--- src/hdl/rws_pkg.sv ---
// rws_pkg: shared types and constants for the roulette wheel selector.
// No dependencies; imported by the top level and the divider.
package rws_pkg;

	// Fixed field widths of the stream words
	localparam int OP_W    = 2;
	localparam int IDX_W   = 8;
	localparam int VAL_W   = 32;
	localparam int FRAC_W  = 16;
	localparam int CNT_W   = 9;
	localparam int SUM_W   = 40;
	localparam int OUT_W   = 32;
	localparam int IN_DW   = IDX_W + VAL_W + FRAC_W;
	localparam int OUT_DW  = IDX_W + OUT_W + OUT_W + SUM_W + OUT_W;

	// Threshold product: fraction times running total, rounded up by one LSB less than 2^16
	localparam int PROD_W  = FRAC_W + SUM_W;
	localparam logic [PROD_W-1:0] ROUND_UP = PROD_W'(16'hFFFF);

	// Operation codes carried in tuser
	typedef enum logic [OP_W-1:0] {
		OP_WRITE  = 2'd0,
		OP_SELECT = 2'd1,
		OP_STATS  = 2'd2,
		OP_NOP    = 2'd3
	} op_t;

	// Divider status seen by the controller
	typedef struct packed {
		logic busy;
		logic done;
	} div_stat_t;

endpackage

--- src/hdl/rws_div.sv ---
// rws_div: restoring unsigned divider, one quotient bit per cycle.
// Depends on rws_pkg for the status struct.
module rws_div import rws_pkg::*; #(
	parameter int DW = 40,
	parameter int VW = 9
) (
	input  logic          clk,
	input  logic          arst_n,
	input  logic          start,
	input  logic [DW-1:0] dividend,
	input  logic [VW-1:0] divisor,
	output logic [DW-1:0] quotient,
	output div_stat_t     stat
);

	localparam int CNTW = $clog2(DW + 1);

	logic [VW-1:0]   rem_q;
	logic [DW-1:0]   quo_q;
	logic [VW-1:0]   dvs_q;
	logic [CNTW-1:0] cnt_q;
	logic            busy_q;
	logic            done_q;
	logic [VW:0]     shifted;
	logic [VW:0]     diff;
	logic            ge;

	// one trial subtraction per cycle
	always_comb begin
		shifted = {rem_q, quo_q[DW-1]};
		diff    = shifted - {1'b0, dvs_q};
		ge      = shifted >= {1'b0, dvs_q};
	end

	// control: iteration count and status
	always_ff @(posedge clk or negedge arst_n) begin
		if (!arst_n) begin
			cnt_q  <= '0;
			busy_q <= 1'b0;
			done_q <= 1'b0;
		end else begin
			done_q <= 1'b0;
			if (start) begin
				cnt_q  <= CNTW'(DW);
				busy_q <= 1'b1;
			end else if (busy_q) begin
				cnt_q <= cnt_q - CNTW'(1);
				if (cnt_q == CNTW'(1)) begin
					busy_q <= 1'b0;
					done_q <= 1'b1;
				end
			end
		end
	end

	// datapath: partial remainder and quotient shift register
	always_ff @(posedge clk) begin
		if (start) begin
			rem_q <= '0;
			quo_q <= dividend;
			dvs_q <= divisor;
		end else if (busy_q) begin
			rem_q <= ge ? diff[VW-1:0] : shifted[VW-1:0];
			quo_q <= {quo_q[DW-2:0], ge};
		end
	end

	assign quotient  = quo_q;
	assign stat.busy = busy_q;
	assign stat.done = done_q;

endmodule

--- config.mk ---
export PLATFORM = sky130hd
export DESIGN_NAME = rws_div
export DESIGN_NICKNAME = d
export VERILOG_FILES = /design/src/hdl/rws_pkg.sv /design/src/hdl/rws_div.sv
export SDC_FILE = /design/constraint.sdc
export NUM_CORES = 1
export LEC_CHECK = 0
export BUFFER_PORTS_ARGS = -buffer_cell sky130_fd_sc_hd__buf_2
export CORE_ASPECT_RATIO = 1.2
export CORE_UTILIZATION = 25
export DETAILED_ROUTE_END_ITERATION = 8
export GPL_ROUTABILITY_DRIVEN = 0
export GPL_TIMING_DRIVEN = 0
export PLACE_DENSITY_LB_ADDON = 0.15
export SETUP_SLACK_MARGIN = 0.5
export SLEW_MARGIN = 40
export SYNTH_ARGS = -nofsm -noshare
export SYNTH_HDL_FRONTEND = slang
export SYNTH_SLANG_ARGS = --single-unit
--- constraint.sdc ---
create_clock -name clk -period 6.6 [get_ports clk]
set_input_delay 1.32 -clock clk [delete_from_list [all_inputs] [get_ports clk]]
set_output_delay 1.32 -clock clk [all_outputs]
set_load 0.1 [all_outputs]
Word-level counts from Yosys, hierarchy flattened:

Index checks and enable logic that the tools add are counted.

* word-level logic and storage cells: 22
* latch bits: 0
* input bits: 52
* bits in writable memories: 0
* memories: 0
* flip-flop bits (word level): 66
* output and inout port bits: 42
* ROM bits: 0

* mux-type cells: 11
* div/mod/pow operators: 0
* $mul: 0
* shift operators: 0
* equal/unequal tests: 1
* bitwise logic cells: 0
* reductions and logical operators: 1
* add/subtract/negate cells: 2
* magnitude comparators: 1

Operators with widths (count)
* $mux W40: 2
* $mux W6: 2
* $ge A10 B9 Y1: 1
* $mux W9: 1
* $sub A9 B9 Y9: 1
* $eq A6 B1 Y1 const B: 1
* $mux W1: 6
* $sub A6 B1 Y6 const B: 1
* $reduce_bool A2 Y1: 1

Longest topological paths before layout:

* depth after elaboration: 4
* mapped depth: 10
* mapped depth without buffers: 9

Least setup slack after synthesis:

Ideal clock, no wire load.

* path kind: input to register
* start: in start
* end: reg quo_q[0] (netlist: quotient[0]) (enable)
* arrival: 3.018 ns
* library setup time: 0.394 ns
* required time: 6.206 ns
* path slack: 3.187 ns
* path buffers: 3
* cell stages on the path: 5
* cell sequence: clkbuf_1 -> clkbuf_1 -> buf_1 -> nor2_1 -> inv_1

* cells in the longest elaborated chain, start to end: 1

RTL lines
* start, declared: RTL line rws_div.sv:9 `input logic start,`
* $reduce_bool A2 Y1 (no line)
* end signal, assigned: RTL line rws_div.sv:60 `quo_q <= dividend;`
* end signal, assigned: RTL line rws_div.sv:64 `quo_q <= {quo_q[DW-2:0], ge};`
* end, declared: RTL line rws_div.sv:19 `logic [DW-1:0] quo_q;`

Every way passes these cells.
A chain may end at the register's enable or synchronous reset.

Final worst setup path:

* start: in start
* end: reg quo_q[30] (netlist: quotient[30]) (enable)

The elaborated chain is that of the path after synthesis.

==> flow_summary.json <==
{
  "status": "finished clean",
  "seqCellArea_mm2": 0.00185,
  "diodes": 0,
  "place_area_mm2": 0.00387,
  "tightest_slew_ns": 0.606,
  "synth_top_flop_cell": "edfxtp_1",
  "setup_viol": 0,
  "async_flop_share_pct": 12.1,
  "wl_per_cell_um": 14.5,
  "path_clk_slew_ns": 0.06,
  "cts_tree": "built",
  "power_density_mw_per_mm2": 393,
  "num_vias": 2236,
  "antenna_left": 0,
  "worst-path-max-fanout": 40,
  "p_leak_nw": 1.79,
  "cts_root_buf": "clkbuf_16",
  "drive_gt1_share_pct": 45.7,
  "finalCritPeriodShare_pct": 53.8,
  "htreeDepth": 3,
  "synth_area_mm2": 0.00320,
  "dp_slack_ns": 2.59,
  "cts_buffer_depth": 2,
  "drc": 0,
  "utilization_pct": 34.0,
  "cp.arrival_ns": 3.51,
  "die_w_um": 105,
  "cts_made_buffers": 9,
  "synth_area_per_cell_um2": 13.5,
  "syn_inst": 237,
  "grt_pass1_wl_um": 11800,
  "area_growth_syn_to_layout_pct": 30.7,
  "final_cell_area_mm2": 0.00418,
  "n_fill_cell": 1231,
  "drtIter0Drc": 66,
  "grt_max_degree": 41,
  "yosysTopAreaCell": "edfxtp_1",
  "synth_cell_types": 48,
  "finalWorstSetupSlack_ns": 3.05,
  "placed_cells": 491,
  "synth_edf_count": 49,
  "synthTopCellsByArea": "edfxtp_1 46%, mux2_2 14%, dfrtp_1 6.3%, dfxtp_1 5.6%, ha_1 4.3%",
  "worst_hold_slack_ns": 0.509,
  "relSlewSlack_pct": 59.6,
  "io_buffers": 93,
  "fin_crit_ns": 3.55,
  "antenna_found_initial": 0,
  "crit_path_start_kind": "input port",
  "dr.pass1.iters": 4,
  "hold_class": "reg2reg",
  "wl_um": 7360,
  "top_level_ports": 94,
  "cts.repair.resized": 0,
  "rsz0062_at_grt": "false",
  "power_mw": 1.64,
  "ys.warnings.count": 0,
  "clk_latency_ns": 0.33,
  "layout.cells.non_filler": 507,
  "synthesis.nets": 301,
  "post_cts_buffers": 0,
  "grt_use_total_pct": 11.6,
  "worstSetupPathType": "in2reg",
  "vdd_ir_drop_max_uv": 139,
  "synth_top_area_share_pct": 46.0,
  "multiInputGateArea_mm2": 0.00123,
  "drv_slew": 0,
  "grt_pass1_vias": 2346,
  "core-area_mm2": 0.0123,
  "fin_worst_skew_ns": 0.00861,
  "cp.required_ns": 6.56,
  "clock.fmax_mhz": 282,
  "hold_viol": 0,
  "fin_setup_tns_ns": 0,
  "holdBufCountCts": 0,
  "grt.overflow.total": 0,
  "drt-vias-per-instance": 4.41,
  "cts.sinks": 66,
  "die_area_mm2": 0.0133,
  "finalNetCount": 405,
  "cp-end-kind": "register",
  "maxCapViolations": 0,
  "ys_top_cells_by_count": "49 x edfxtp_1, 40 x mux2_2, 15 x inv_1, 14 x nor2_1, 11 x ha_1",
  "hpwl_um": 5310,
  "yosysSeqAreaShare_pct": 57.9,
  "yosysMostFrequentCell": "edfxtp_1",
  "floorplan.initialDensity_pct": 26.0,
  "synth_seq_cells": 66,
  "die_h_um": 126,
  "rows": 44
}
## cell families (layout without fill, tap and decap cells)
group / after synthesis / count (layout) / share of synthesized area (%)
simple gates: 45 / 45 / 7.39
fa+ha+maj: 12 / 12 / 4.93
flops: 66 / 66 / 57.9
buf+inv: 28 / 137 / 3.76
mux: 43 / 43 / 15.0
xor+xnor: 9 / 9 / 2.46
compound gates: 34 / 34 / 8.53
## power breakdown
part / switching (mW) / leakage, nW / internal [mW]
combinational: 0.405 / 0.959 / 0.177
clock: 0.176 / 0.152 / 0.329
sequential: 0.0417 / 0.680 / 0.515
total: 0.623 / 1.79 / 1.02
## state kept, by name, indices dropped and copies added (netlist names)
name / flops
done_q: 1
rem_q: 9
busy_q: 1
quotient: 40
dvs_q: 9
cnt_q: 6
## final timing paths
kind                              startpoint            to  slack [ns]  cells past startpoint
worst max-delay path                   start  quotient[30]        3.05                      6
min in group asynchronous             arst_n      cnt_q[3]        0.84                      1
worst min-delay path                rem_q[4]      rem_q[4]        0.51                      2
worst max register to register  quotient[39]   quotient[0]        3.72                      9
worst min register to register      rem_q[4]      rem_q[4]        0.51                      2
max in group asynchronous             arst_n      cnt_q[5]        5.59                      1
## area by class of cell
class,instances,share of cell area [%]
multi-input cells,143,29.3
repair buffers,93,11.1
clock buffers,10,5.48
plain buffers,13,1.53
flip-flops and latches,66,44.3
inverters,15,1.41
clock inverters,6,1.98
well taps,161,4.82
## cells in the final DEF, fill, tap and decap left out, types with 2 or more instances in the layout
cell type and instances:
a211oi_1 5, and3_1 2, mux2i_1 3, bufinv_16 2
nor2b_1 2, dfxtp_1 9, o21ai_0 2, a311o_1 2
nand2_1 8, a31oi_1 3, nand3_1 3, buf_2 93
dfrtp_1 8, nor2_1 14, ha_1 11, nor3_1 5
clkbuf_16 9, inv_1 14, buf_1 6, xor2_1 3
a21oi_1 4, clkinv_2 3, xnor2_1 6, a211o_1 2
clkbuf_1 5, a311oi_1 2, o21bai_1 2, a21o_1 4
edfxtp_1 49, mux2_2 40, buf_4 2
## critical path, stage by stage
cell and delay (ns):
buf_2 0.27, clkbuf_1 0.32, clkbuf_1 0.47, buf_1 0.51
nor2_1 0.17, inv_4 0.42
## routing by layer
metal  global-route usage (%)  vias up  routed length, um
met1                     14.9     1064               3440
met4                     4.89        0                125
met2                     17.6       70               3310
met3                     4.19        8                488
met5                        0        -                  0
li1                         -     1094                  -
Power figures use the tool's default switching activity.
